[config.mk]
export PLATFORM = sky130hd
export DESIGN_NAME = object_record_image_loader_core
export DESIGN_NICKNAME = d
export VERILOG_FILES = /design/src/hdl/orl_pkg.sv /design/src/hdl/object_record_image_loader_core.sv /design/src/hdl/orl_in_reg.sv /design/src/hdl/orl_parse.sv /design/src/hdl/orl_out_reg.sv
export SDC_FILE = /design/constraint.sdc
export NUM_CORES = 1
export LEC_CHECK = 0
export BUFFER_PORTS_ARGS = -buffer_cell sky130_fd_sc_hd__buf_2
export CORE_MARGIN = 1
export CORE_UTILIZATION = 50
export DETAILED_ROUTE_END_ITERATION = 10
export PLACE_DENSITY = 0.72
export REMOVE_ABC_BUFFERS = 1
export SKIP_CTS_REPAIR_TIMING = 1
export SYNTH_ARGS = -nofsm -noshare
export SYNTH_HDL_FRONTEND = slang
export SYNTH_HIERARCHICAL = 1
export SYNTH_SLANG_ARGS = --single-unit
[constraint.sdc]
create_clock -name clk -period 5.7 [get_ports clk]
set_input_delay 1.14 -clock clk [delete_from_list [all_inputs] [get_ports clk]]
set_output_delay 1.14 -clock clk [all_outputs]
set_load 0.01 [all_outputs]
[src/hdl/orl_pkg.sv]
// Shared types, record codes and result kinds for the object record image loader.
package orl_pkg;

    localparam int ADDR_BITS_DEF = 16;
    localparam int BYTE_BITS     = 8;
    localparam int LEN_BITS      = 16;
    localparam int KIND_BITS     = 2;

    // Record type codes.
    localparam logic [BYTE_BITS-1:0] REC_CONTENT = 8'd6;
    localparam logic [BYTE_BITS-1:0] REC_END     = 8'd4;

    // Fixed header bytes at the start of content and end record payloads.
    localparam logic [LEN_BITS-1:0] CONTENT_HEAD = 16'd3;
    localparam logic [LEN_BITS-1:0] END_HEAD     = 16'd4;

    // Result kinds.
    localparam logic [KIND_BITS-1:0] KIND_WRITE   = 2'd0;
    localparam logic [KIND_BITS-1:0] KIND_END     = 2'd1;
    localparam logic [KIND_BITS-1:0] KIND_CORRUPT = 2'd2;

    // Position of the parser within a record.
    typedef enum logic [3:0] {
        PH_TYPE  = 4'd0,
        PH_LENLO = 4'd1,
        PH_LENHI = 4'd2,
        PH_SKIP  = 4'd3,
        PH_CSUM  = 4'd4,
        PH_SEG   = 4'd5,
        PH_ALO   = 4'd6,
        PH_AHI   = 4'd7,
        PH_DATA  = 4'd8,
        PH_MT    = 4'd9,
        PH_ESEG  = 4'd10,
        PH_OLO   = 4'd11,
        PH_OHI   = 4'd12
    } phase_t;

endpackage

[src/hdl/object_record_image_loader_core.sv]
// Top level of the object record image loader: input register, parser and result register.
// A byte accepted into the input register is parsed from there, and its result item, if any,
// is then held in the result register and presented on the master side.
// Throughput: one byte per cycle while the master side takes results; the input register
// and the result register let a new byte be accepted while a finished result still waits.
// Reset (rst_n low, asynchronous) empties both registers, sets the parser to expect a record
// type byte, clears the image high bound and sets the image low bound to "none loaded".
module object_record_image_loader_core
    import orl_pkg::*;
#(
    parameter int ADDR_BITS = ADDR_BITS_DEF,
    localparam int RES_BITS  = 3 * ADDR_BITS + 41,
    localparam int DATA_BITS = ((RES_BITS + 7) / 8) * 8
)
(
    input  logic                 clk,
    input  logic                 rst_n,
    // Stream of object file bytes.
    input  logic                 s_axis_tvalid,
    output logic                 s_axis_tready,
    input  logic [BYTE_BITS-1:0] s_axis_tdata,   // in_byte
    // Result items.
    output logic                 m_axis_tvalid,
    input  logic                 m_axis_tready,
    // From bit 0 up: write_address, write_data, image_low, image_high, module_type,
    // start_segment, start_offset, then zero fill to a whole byte.
    output logic [DATA_BITS-1:0] m_axis_tdata,
    output logic [KIND_BITS-1:0] m_axis_tuser    // kind
);

    logic                 in_valid;
    logic [BYTE_BITS-1:0] in_byte;
    logic                 out_free;
    logic                 step;
    logic                 res_valid;
    logic [KIND_BITS-1:0] res_kind;
    logic [DATA_BITS-1:0] res_data;

    // A held byte is parsed whenever the result register can take what it produces.
    // Parsing never waits on anything else, so it moves one byte a cycle while that holds.
    assign step = in_valid && out_free;

    orl_in_reg u_in_reg (
        .clk      (clk),
        .rst_n    (rst_n),
        .s_valid  (s_axis_tvalid),
        .s_ready  (s_axis_tready),
        .s_data   (s_axis_tdata),
        .take     (step),
        .in_valid (in_valid),
        .in_byte  (in_byte)
    );

    // The parser keeps all record state and forms the result item, if any, for each byte.
    // Memory writes carry the address and data, end reports the start address, and
    // every result carries the image bounds as they stand after that byte.
    orl_parse #(
        .ADDR_BITS (ADDR_BITS),
        .DATA_BITS (DATA_BITS)
    ) u_parse (
        .clk       (clk),
        .rst_n     (rst_n),
        .step      (step),
        .in_byte   (in_byte),
        .res_valid (res_valid),
        .res_kind  (res_kind),
        .res_data  (res_data)
    );

    orl_out_reg #(
        .DATA_BITS (DATA_BITS)
    ) u_out_reg (
        .clk       (clk),
        .rst_n     (rst_n),
        .step      (step),
        .res_valid (res_valid),
        .res_kind  (res_kind),
        .res_data  (res_data),
        .free      (out_free),
        .m_valid   (m_axis_tvalid),
        .m_ready   (m_axis_tready),
        .m_data    (m_axis_tdata),
        .m_kind    (m_axis_tuser)
    );

    // With a byte waiting and the result side stalled, no further byte may enter.
    a_stall_blocks_input: assert property (@(posedge clk) disable iff (!rst_n)
        (in_valid && m_axis_tvalid && !m_axis_tready) |-> !s_axis_tready)
        else $error("input accepted while the parser was stalled");

endmodule

[src/hdl/orl_in_reg.sv]
// Input byte register with ready generation for the loader's slave side.
module orl_in_reg
    import orl_pkg::*;
(
    input  logic                 clk,
    input  logic                 rst_n,
    input  logic                 s_valid,
    output logic                 s_ready,
    input  logic [BYTE_BITS-1:0] s_data,
    input  logic                 take,
    output logic                 in_valid,
    output logic [BYTE_BITS-1:0] in_byte
);

    logic                 valid_reg;
    logic                 valid_next;
    logic [BYTE_BITS-1:0] byte_reg;

    // The register may refill in the same cycle that its byte is consumed.
    assign s_ready    = !valid_reg || take;
    assign valid_next = (s_valid && s_ready) || (valid_reg && !take);

    always_ff @(posedge clk or negedge rst_n)
    begin
        if (!rst_n)
        begin
            valid_reg <= 1'b0;
        end
        else
        begin
            valid_reg <= valid_next;
        end
    end

    always_ff @(posedge clk)
    begin
        if (s_valid && s_ready)
        begin
            byte_reg <= s_data;
        end
    end

    assign in_valid = valid_reg;
    assign in_byte  = byte_reg;

endmodule

[src/hdl/orl_parse.sv]
// Record parser: phase state machine, image bounds and result assembly.
module orl_parse
    import orl_pkg::*;
#(
    parameter int ADDR_BITS = ADDR_BITS_DEF,
    parameter int DATA_BITS = ((3 * ADDR_BITS + 41 + 7) / 8) * 8
)
(
    input  logic                 clk,
    input  logic                 rst_n,
    input  logic                 step,
    input  logic [BYTE_BITS-1:0] in_byte,
    output logic                 res_valid,
    output logic [KIND_BITS-1:0] res_kind,
    output logic [DATA_BITS-1:0] res_data
);

    localparam int LOW_BITS = ADDR_BITS + 1;
    localparam int RES_BITS = 3 * ADDR_BITS + 41;
    localparam int WIDE     = ADDR_BITS + BYTE_BITS;

    phase_t                phase_reg, phase_next;
    logic [BYTE_BITS-1:0]  record_type_reg, record_type_next;
    logic [LEN_BITS-1:0]   remaining_reg, remaining_next;
    logic [ADDR_BITS-1:0]  load_address_reg, load_address_next;
    logic [LOW_BITS-1:0]   low_bound_reg, low_bound_next;
    logic [ADDR_BITS-1:0]  high_bound_reg, high_bound_next;
    logic [BYTE_BITS-1:0]  end_module_type_reg, end_module_type_next;
    logic [BYTE_BITS-1:0]  end_segment_reg, end_segment_next;
    logic [LEN_BITS-1:0]   end_offset_reg, end_offset_next;

    logic [LEN_BITS-1:0]   len;
    logic [LEN_BITS-1:0]   payload;
    logic [LEN_BITS-1:0]   rem_dec;
    logic [WIDE-1:0]       la_wide;
    logic [ADDR_BITS-1:0]  la_hi;
    logic [ADDR_BITS-1:0]  la_inc;

    logic [ADDR_BITS-1:0]  res_addr;
    logic [BYTE_BITS-1:0]  res_byte;
    logic [BYTE_BITS-1:0]  res_mt;
    logic [BYTE_BITS-1:0]  res_seg;
    logic [LEN_BITS-1:0]   res_off;

    // The low length byte waits in the remaining count until the high byte arrives.
    assign len     = {in_byte, remaining_reg[7:0]};
    assign payload = (len != '0) ? len - LEN_BITS'(1) : '0;
    assign rem_dec = (remaining_reg != '0) ? remaining_reg - LEN_BITS'(1) : remaining_reg;
    assign la_wide = WIDE'(load_address_reg) | (WIDE'(in_byte) << 8);
    assign la_hi   = la_wide[ADDR_BITS-1:0];
    assign la_inc  = load_address_reg + ADDR_BITS'(1);

    // Next phase.
    always_comb
    begin
        phase_next = phase_reg;
        if (step)
        begin
            unique case (phase_reg)
                PH_LENLO: phase_next = PH_LENHI;
                PH_LENHI:
                begin
                    if (record_type_reg == REC_CONTENT)
                    begin
                        if (payload < CONTENT_HEAD)
                        begin
                            phase_next = (payload != '0) ? PH_SKIP : PH_CSUM;
                        end
                        else
                        begin
                            phase_next = PH_SEG;
                        end
                    end
                    else if (record_type_reg == REC_END)
                    begin
                        phase_next = PH_MT;
                    end
                    else
                    begin
                        phase_next = (payload != '0) ? PH_SKIP : PH_CSUM;
                    end
                end
                PH_SKIP:  phase_next = (rem_dec == '0) ? PH_CSUM : PH_SKIP;
                PH_CSUM:  phase_next = PH_TYPE;
                PH_SEG:   phase_next = PH_ALO;
                PH_ALO:   phase_next = PH_AHI;
                PH_AHI:   phase_next = (remaining_reg == '0) ? PH_CSUM : PH_DATA;
                PH_DATA:  phase_next = (rem_dec == '0) ? PH_CSUM : PH_DATA;
                PH_MT:    phase_next = PH_ESEG;
                PH_ESEG:  phase_next = PH_OLO;
                PH_OLO:   phase_next = PH_OHI;
                PH_OHI:   phase_next = (remaining_reg != '0) ? PH_SKIP : PH_CSUM;
                default:  phase_next = PH_LENLO;
            endcase
        end
    end

    // Data registers and the result of the current byte.
    always_comb
    begin
        record_type_next     = record_type_reg;
        remaining_next       = remaining_reg;
        load_address_next    = load_address_reg;
        low_bound_next       = low_bound_reg;
        high_bound_next      = high_bound_reg;
        end_module_type_next = end_module_type_reg;
        end_segment_next     = end_segment_reg;
        end_offset_next      = end_offset_reg;
        res_valid            = 1'b0;
        res_kind             = KIND_WRITE;
        res_addr             = '0;
        res_byte             = '0;
        res_mt               = '0;
        res_seg              = '0;
        res_off              = '0;
        if (step)
        begin
            unique case (phase_reg)
                PH_LENLO: remaining_next = LEN_BITS'(in_byte);
                PH_LENHI:
                begin
                    if (record_type_reg == REC_CONTENT)
                    begin
                        if (payload < CONTENT_HEAD)
                        begin
                            remaining_next = payload;
                            res_valid      = 1'b1;
                            res_kind       = KIND_CORRUPT;
                        end
                        else
                        begin
                            remaining_next = payload - CONTENT_HEAD;
                        end
                    end
                    else if (record_type_reg == REC_END)
                    begin
                        remaining_next = (payload > END_HEAD) ? payload - END_HEAD : '0;
                    end
                    else
                    begin
                        remaining_next = payload;
                    end
                end
                PH_SKIP:  remaining_next = rem_dec;
                PH_CSUM, PH_SEG:
                begin
                end
                PH_ALO:   load_address_next = ADDR_BITS'(in_byte);
                PH_AHI:
                begin
                    load_address_next = la_hi;
                    if ({1'b0, la_hi} < low_bound_reg)
                    begin
                        low_bound_next = {1'b0, la_hi};
                    end
                    if (remaining_reg == '0 && la_hi > high_bound_reg)
                    begin
                        high_bound_next = la_hi;
                    end
                end
                PH_DATA:
                begin
                    load_address_next = la_inc;
                    remaining_next    = rem_dec;
                    if (rem_dec == '0 && la_inc > high_bound_reg)
                    begin
                        high_bound_next = la_inc;
                    end
                    res_valid = 1'b1;
                    res_kind  = KIND_WRITE;
                    res_addr  = load_address_reg;
                    res_byte  = in_byte;
                end
                PH_MT:    end_module_type_next = in_byte;
                PH_ESEG:  end_segment_next = in_byte;
                PH_OLO:   end_offset_next = LEN_BITS'(in_byte);
                PH_OHI:
                begin
                    end_offset_next = {in_byte, end_offset_reg[7:0]};
                    res_valid       = 1'b1;
                    res_kind        = KIND_END;
                    res_mt          = end_module_type_reg;
                    res_seg         = end_segment_reg;
                    res_off         = {in_byte, end_offset_reg[7:0]};
                end
                default:  record_type_next = in_byte;
            endcase
        end
    end

    // Bounds are reported as they stand after this byte.
    always_comb
    begin
        res_data = '0;
        res_data[RES_BITS-1:0] = {res_off, res_seg, res_mt, high_bound_next,
                                  low_bound_next, res_byte, res_addr};
    end

    always_ff @(posedge clk or negedge rst_n)
    begin
        if (!rst_n)
        begin
            phase_reg           <= PH_TYPE;
            record_type_reg     <= '0;
            remaining_reg       <= '0;
            load_address_reg    <= '0;
            low_bound_reg       <= LOW_BITS'(1) << ADDR_BITS;
            high_bound_reg      <= '0;
            end_module_type_reg <= '0;
            end_segment_reg     <= '0;
            end_offset_reg      <= '0;
        end
        else
        begin
            phase_reg           <= phase_next;
            record_type_reg     <= record_type_next;
            remaining_reg       <= remaining_next;
            load_address_reg    <= load_address_next;
            low_bound_reg       <= low_bound_next;
            high_bound_reg      <= high_bound_next;
            end_module_type_reg <= end_module_type_next;
            end_segment_reg     <= end_segment_next;
            end_offset_reg      <= end_offset_next;
        end
    end

    // The image bounds only ever widen.
    a_low_never_rises: assert property (@(posedge clk) disable iff (!rst_n)
        1'b1 |=> low_bound_reg <= $past(low_bound_reg))
        else $error("image low bound rose");

    a_high_never_falls: assert property (@(posedge clk) disable iff (!rst_n)
        1'b1 |=> high_bound_reg >= $past(high_bound_reg))
        else $error("image high bound fell");

    a_data_counts_down: assert property (@(posedge clk) disable iff (!rst_n)
        (step && phase_reg == PH_DATA && remaining_reg != '0)
        |=> remaining_reg == $past(remaining_reg) - LEN_BITS'(1))
        else $error("data byte count did not step down by one");

endmodule

[src/hdl/orl_out_reg.sv]
// Result register holding one result item for the master side.
module orl_out_reg
    import orl_pkg::*;
#(
    parameter int DATA_BITS = ((3 * ADDR_BITS_DEF + 41 + 7) / 8) * 8
)
(
    input  logic                 clk,
    input  logic                 rst_n,
    input  logic                 step,
    input  logic                 res_valid,
    input  logic [KIND_BITS-1:0] res_kind,
    input  logic [DATA_BITS-1:0] res_data,
    output logic                 free,
    output logic                 m_valid,
    input  logic                 m_ready,
    output logic [DATA_BITS-1:0] m_data,
    output logic [KIND_BITS-1:0] m_kind
);

    logic                 valid_reg;
    logic                 valid_next;
    logic [DATA_BITS-1:0] data_reg;
    logic [KIND_BITS-1:0] kind_reg;

    // Free when empty or when the held item leaves at this edge.
    assign free       = !valid_reg || m_ready;
    assign valid_next = free ? (step && res_valid) : valid_reg;

    always_ff @(posedge clk or negedge rst_n)
    begin
        if (!rst_n)
        begin
            valid_reg <= 1'b0;
        end
        else
        begin
            valid_reg <= valid_next;
        end
    end

    always_ff @(posedge clk)
    begin
        if (free && step && res_valid)
        begin
            data_reg <= res_data;
            kind_reg <= res_kind;
        end
    end

    assign m_valid = valid_reg;
    assign m_data  = data_reg;
    assign m_kind  = kind_reg;

endmodule
==> reports/qor.csv, run 1 <==
metric,value,unit
area of the multi-input gates,5790,um2
Leakage,5.86,nW
synth warn,6,
HPWL after DPL,22400,um
Worst-Margin Slew,1140,ps
worst-path fanout max,29,
Die X-Extent,158,um
endpoint type of the worst setup path,flop,
fmax,210,MHz
TritonCTS Sinks,209,
DR vias,9859,
initial antenna violation count,0,
DRC violations left,0,
Reg area,5760,um2
Final Critical Period,4770,ps
# H-tree levels,1,
IO Count,112,
critical path type,reg -> reg,
min-delay worst type,reg -> reg,
Die Height,158,um
wire length per cell,19.8,um
top_reg_cell synth,edfxtp_1,
skew final,18.7,ps
"Req. time, crit path",5900,ps
Routed Antenna Nets,0,
cells after synthesis,1214,
nets@finish,1361,
Area growth syn-to-layout,13.9,%
root buffer cell,clkbuf_16,
Max Buffers Root-to-Sink,3,
xor/xnor share of the synthesized area,0.0268,
global-route wire length before repair,50400,um
Tot Pwr,6.80,mW
final hold vios,0,
DRT iter0 DRCs,943,
most frequent cells in the layout,"110 x buf_2, 106 x edfxtp_1, 102 x dfrtp_1",
RSZ-0062 raised after global routing,no,
Row Count,56,
Total GRT Usage,0.264,
WHS,496,ps
R2R setup slack,930,ps
vias per inst,6.05,
Fill cells,1978,
CP Launch Type,flop,
Post-Place Worst Slack,994,ps
Placer Congestion,0.954,
Synth cell types,88,
fin crit share,0.836,
DRT Wirelength,32300,um
worst setup margin,935,ps
core box area,23600,um2
mean post-synth cell area,9.97,um2
Detailed Routing Iterations Pass 1,6,
post-synthesis mux area share,0.0363,
CTS tree,yes,
Starting Density,0.513,
IO buf count,111,
grt total ovfl,0,
Die Area,24800,um2
Mapped Area,12100,um2
Post-Synth Simple-Gate Area,0.194,
"EDFF count, synth",106,
"Seq/Total Area, Yosys",0.476,
Cell Pwr Density,494,nW/um2
total CTS buffers,23,
status,finished clean,
max_cap viols,0,
Synth Register Bits,209,
complex-gate fraction of the synthesized area,0.161,
largest net degree at the start of global routing,71,
final setup fails,0,
Clock Pin Slew Worst Setup and Hold Paths,60,ps
n_diodes,0,
Largest register FFs,96,
"commonest non-fill, non-tap cell in the layout",buf_2,
crit path DAT,4960,ps
ys async rst share,0.493,
Max-slew headroom,0.242,
VDD IR-drop max,0.238,mV
fraction of layout cells with a size suffix above 1,0.186,
worst skew pair latency,520,ps
vias in the first global route,8995,
Synth Area in Adders,0.0568,
largest family of logic cells by synthesized area,simple AND/OR/NAND/NOR gates,
final number of max-transition violations,0,
-- final cells by class --
class	count	share of cell area
clock buffer	28	0.0460
timing repair buffer	138	0.0579
inverter	55	0.0150
multi-input combinational	867	0.420
clock inverter	13	0.0144
sequential	209	0.418
tap	319	0.0290
-- metrics by stage --
step	cells	utilization	setup TNS [ps]	area (um2)
5_1_grt	1629	0.584	0	13800
3_5_place_dp	1588	0.549	0	13000
3_3_place_gp	1588	0.549	0	13000
6_report	1629	0.584	0	13800
2_1_floorplan	1131	-	-13740	11700
4_1_cts	1629	0.584	0	13800
-- metal layers --
metal	share of wire	track usage	up-vias
met5	0	0	-
li1	-	-	4595
met2	0.42	0.379	484
met1	0.46	0.397	4715
met3	0.093	0.0537	65
met4	0.024	0.0809	0
-- worst max-delay path, cell delays in order (launching register included) --
cell       delay, ps
edfxtp_1         350
buf_4            190
nor4_1           510
nand3_1          290
or3_1            430
and2_1           190
inv_1            130
ha_1             210
a21boi_0         510
inv_1            180
a2111oi_4        340
nand3_1          190
a21oi_1          220
nand2_1          130
nor2b_4          300
buf_12           250
-- power by group --
part / switching, mW / internal, mW / leakage [nW] / total [mW]
Combinational: 1.66 / 1.06 / 3.24 / 2.72
Sequential: 0.458 / 2.00 / 2.21 / 2.46
Clock: 0.609 / 1.02 / 0.410 / 1.63
Total: 2.73 / 4.07 / 5.86 / 6.80
-- kinds of logic after synthesis --
logic type	after synthesis
DFF	209
muxes	40
xor gates and xnor gates	37
AOI/OAI and AO/OA	290
adders and majority gates	55
other	1
buffers and inverters	144
and+or+nand+nor	438
-- worst paths after layout --
kind | start | endpoint | cells after the start
worst min register to register | u_parse/end_module_type_reg[0]$_DFFE_PN0P_ | u_parse/end_module_type_reg[0]$_DFFE_PN0P_ | 1
worst max register to register | u_in_reg/in_byte[4]$_DFFE_PP_ | u_out_reg/m_data[20]$_DFFE_PP_ | 15
worst max-delay path | u_in_reg/in_byte[4]$_DFFE_PP_ | u_out_reg/m_data[20]$_DFFE_PP_ | 15
min in group asynchronous | rst_n | u_parse/end_segment_reg[6]$_DFFE_PN0P_ | 1
worst min-delay path | u_parse/end_module_type_reg[0]$_DFFE_PN0P_ | u_parse/end_module_type_reg[0]$_DFFE_PN0P_ | 1
max in group asynchronous | rst_n | u_parse/low_bound_reg[16]$_DFF_PN1_ | 2
-- cell usage after synthesis, drive strengths merged (13+ instances only) --
| cell | n | area share |
|---|---|---|
| nand4 | 26 | 0.014 |
| nor2 | 88 | 0.027 |
| buf | 19 | 0.010 |
| edfxtp | 106 | 0.26 |
| o21ai | 82 | 0.035 |
| xnor2 | 18 | 0.013 |
| a31oi | 25 | 0.013 |
| and3 | 32 | 0.017 |
| and2 | 39 | 0.020 |
| nand2b | 14 | 0.0085 |
| o31ai | 15 | 0.0093 |
| xor2 | 19 | 0.014 |
| inv | 55 | 0.017 |
| nand3 | 42 | 0.017 |
| clkbuf | 70 | 0.022 |
| nor4 | 14 | 0.0095 |
| nor3 | 26 | 0.012 |
| a21o | 24 | 0.015 |
| dfrtp | 102 | 0.21 |
| nand2 | 93 | 0.029 |
| nor2b | 13 | 0.0073 |
| nor3b | 16 | 0.0099 |
| a21oi | 49 | 0.020 |
| mux2 | 31 | 0.029 |
| o21a | 14 | 0.0087 |
| ha | 55 | 0.057 |
Power figures use the tool's default switching activity.
==> inputs of run 2 (changes only) <==
==> constraint.sdc (replaced) <==
create_clock -name clk -period 3.9 [get_ports clk]
set_input_delay 0.78 -clock clk [delete_from_list [all_inputs] [get_ports clk]]
set_output_delay 0.78 -clock clk [all_outputs]
set_load 0.01 [all_outputs]
==> run 2 against run 1 <==
Against the previous run:
- sequential cell count is the same
- highest routed layer unchanged
- routed wire length grew 4.2%
- largest cell class unchanged
- sequential power increased by 38%
- largest power group unchanged
- register-to-register slack lost 720 ps
- worst setup slack lost 720 ps
==> reports/qor.csv, run 2 (synthesis results as in run 1) <==
metric,value,unit
Detailed Routing Iterations Pass 1,5,
fmax,271,MHz
VDD IR-drop max,0.427,mV
Max-slew headroom,0.236,
global-route wire length before repair,51700,um
Starting Density,0.513,
HPWL after DPL,24100,um
critical path type,reg -> reg,
final setup fails,0,
final hold vios,0,
met2 capacity usage during global routing,0.411,
placed cell areas,13500,um2
Final Critical Period,3690,ps
Worst-Margin Slew,1150,ps
"commonest non-fill, non-tap cell in the layout",buf_2,
DR vias,10194,
fin crit share,0.946,
Max Buffers Root-to-Sink,3,
skew final,23.8,ps
Die Height,158,um
vias per inst,5.98,
CP Launch Type,flop,
endpoint type of the worst setup path,flop,
largest net degree at the start of global routing,49,
IO buf count,111,
Leakage,6.21,nW
DRT iter0 DRCs,1115,
most frequent cells in the layout,"110 x buf_2, 106 x edfxtp_1, 102 x dfrtp_1",
root buffer cell,clkbuf_16,
Largest register FFs,96,
DRT Wirelength,33700,um
"Req. time, crit path",4110,ps
# H-tree levels,1,
Die X-Extent,158,um
worst-path fanout max,29,
status,finished clean,
Total GRT Usage,0.270,
core box area,23600,um2
crit path DAT,3900,ps
Cell Pwr Density,712,nW/um2
min-delay worst type,in -> async,
IO Count,112,
DRC violations left,0,
TritonCTS Sinks,209,
final number of max-transition violations,0,
CTS tree,yes,
design area,14400,um2
Finished Core Util,0.609,
Routed Antenna Nets,0,
Row Count,56,
grt total ovfl,0,
GR peak layer,met2,
Tot Pwr,10.2,mW
Clock Pin Slew Worst Setup and Hold Paths,60,ps
fraction of layout cells with a size suffix above 1,0.240,
worst skew pair latency,530,ps
vias in the first global route,9279,
Fill cells,1969,
total CTS buffers,23,
max_cap viols,0,
Area growth syn-to-layout,18.8,%
initial antenna violation count,1,
Die Area,24800,um2
nets@finish,1436,
wire length per cell,19.7,um
Placer Congestion,0.979,
met3 GRT Util,0.0534,
met1 usage,0.395,
run 2: path summary, 6_finish.rpt:
check,depth (start not counted),slack [ps],end,start
setup / recovery,16,210,u_out_reg/m_data[83]$_DFFE_PP_,u_parse/remaining_reg[0]$_DFFE_PN0P_
hold / removal,1,290,u_parse/end_segment_reg[3]$_DFFE_PN0P_,rst_n
setup reg to reg,16,210,u_out_reg/m_data[83]$_DFFE_PP_,u_parse/remaining_reg[0]$_DFFE_PN0P_
hold reg to reg,2,500,u_parse/high_bound_reg[3]$_DFF_PN0_,u_parse/high_bound_reg[3]$_DFF_PN0_
max in group asynchronous,2,2730,u_parse/record_type_reg[2]$_DFFE_PN0P_,rst_n
min in group clk,1,440,u_in_reg/in_byte[0]$_DFFE_PP_,s_axis_tdata[0]
run 2: final cells by class:
type | instances | area [um2] | area share
multi-input cells | 867 | 5860 | 0.408
flip-flops and latches | 209 | 5760 | 0.401
repair buffers | 213 | 1390 | 0.0969
clock buffers | 27 | 601 | 0.0418
well taps | 319 | 399 | 0.0278
inverters | 55 | 206 | 0.0144
clock inverters | 15 | 155 | 0.0108
diodes | 1 | 2.50 | 0.000174
run 2: report_power, final:
| part | switching, mW | total [mW] | internal, mW |
|---|---|---|---|
| Combinational | 2.76 | 4.68 | 1.92 |
| Sequential | 0.476 | 3.40 | 2.92 |
| Clock | 0.908 | 2.16 | 1.25 |
run 2: per-stage QoR:
step / worst slack [ps] / setup TNS (ps) / std cells / hold WS (ps)
3_3_place_gp: 78.6 / 0 / 1661 / 470
2_1_floorplan: -1940 / -208470 / 1131 / 454
5_1_grt: -3.91 / -3.91 / 1705 / 324
3_5_place_dp: -38.5 / -247 / 1661 / 487
6_report: 212 / 0 / 1706 / 287
4_1_cts: -73.1 / -578 / 1703 / 299
run 2: critical path: stages (launching register included):
cell and delay, ps:
dfrtp_1 440, or2_2 380, nor2_1 160, xor2_1 200, and2_1 210, inv_1 70
buf_4 140, ha_1 220, a21boi_2 160, inv_1 90, a2111oi_4 300, nand3_1 180
a21oi_2 180, nand2_1 120, nor2b_4 170, buf_12 160, buf_16 190
run 2: per-layer routing:
metal / routed length (um) / part of all wire
met1: 14900 / 0.44
met2: 14800 / 0.44
met3: 3290 / 0.098
met4: 680 / 0.020
met5: 0 / 0
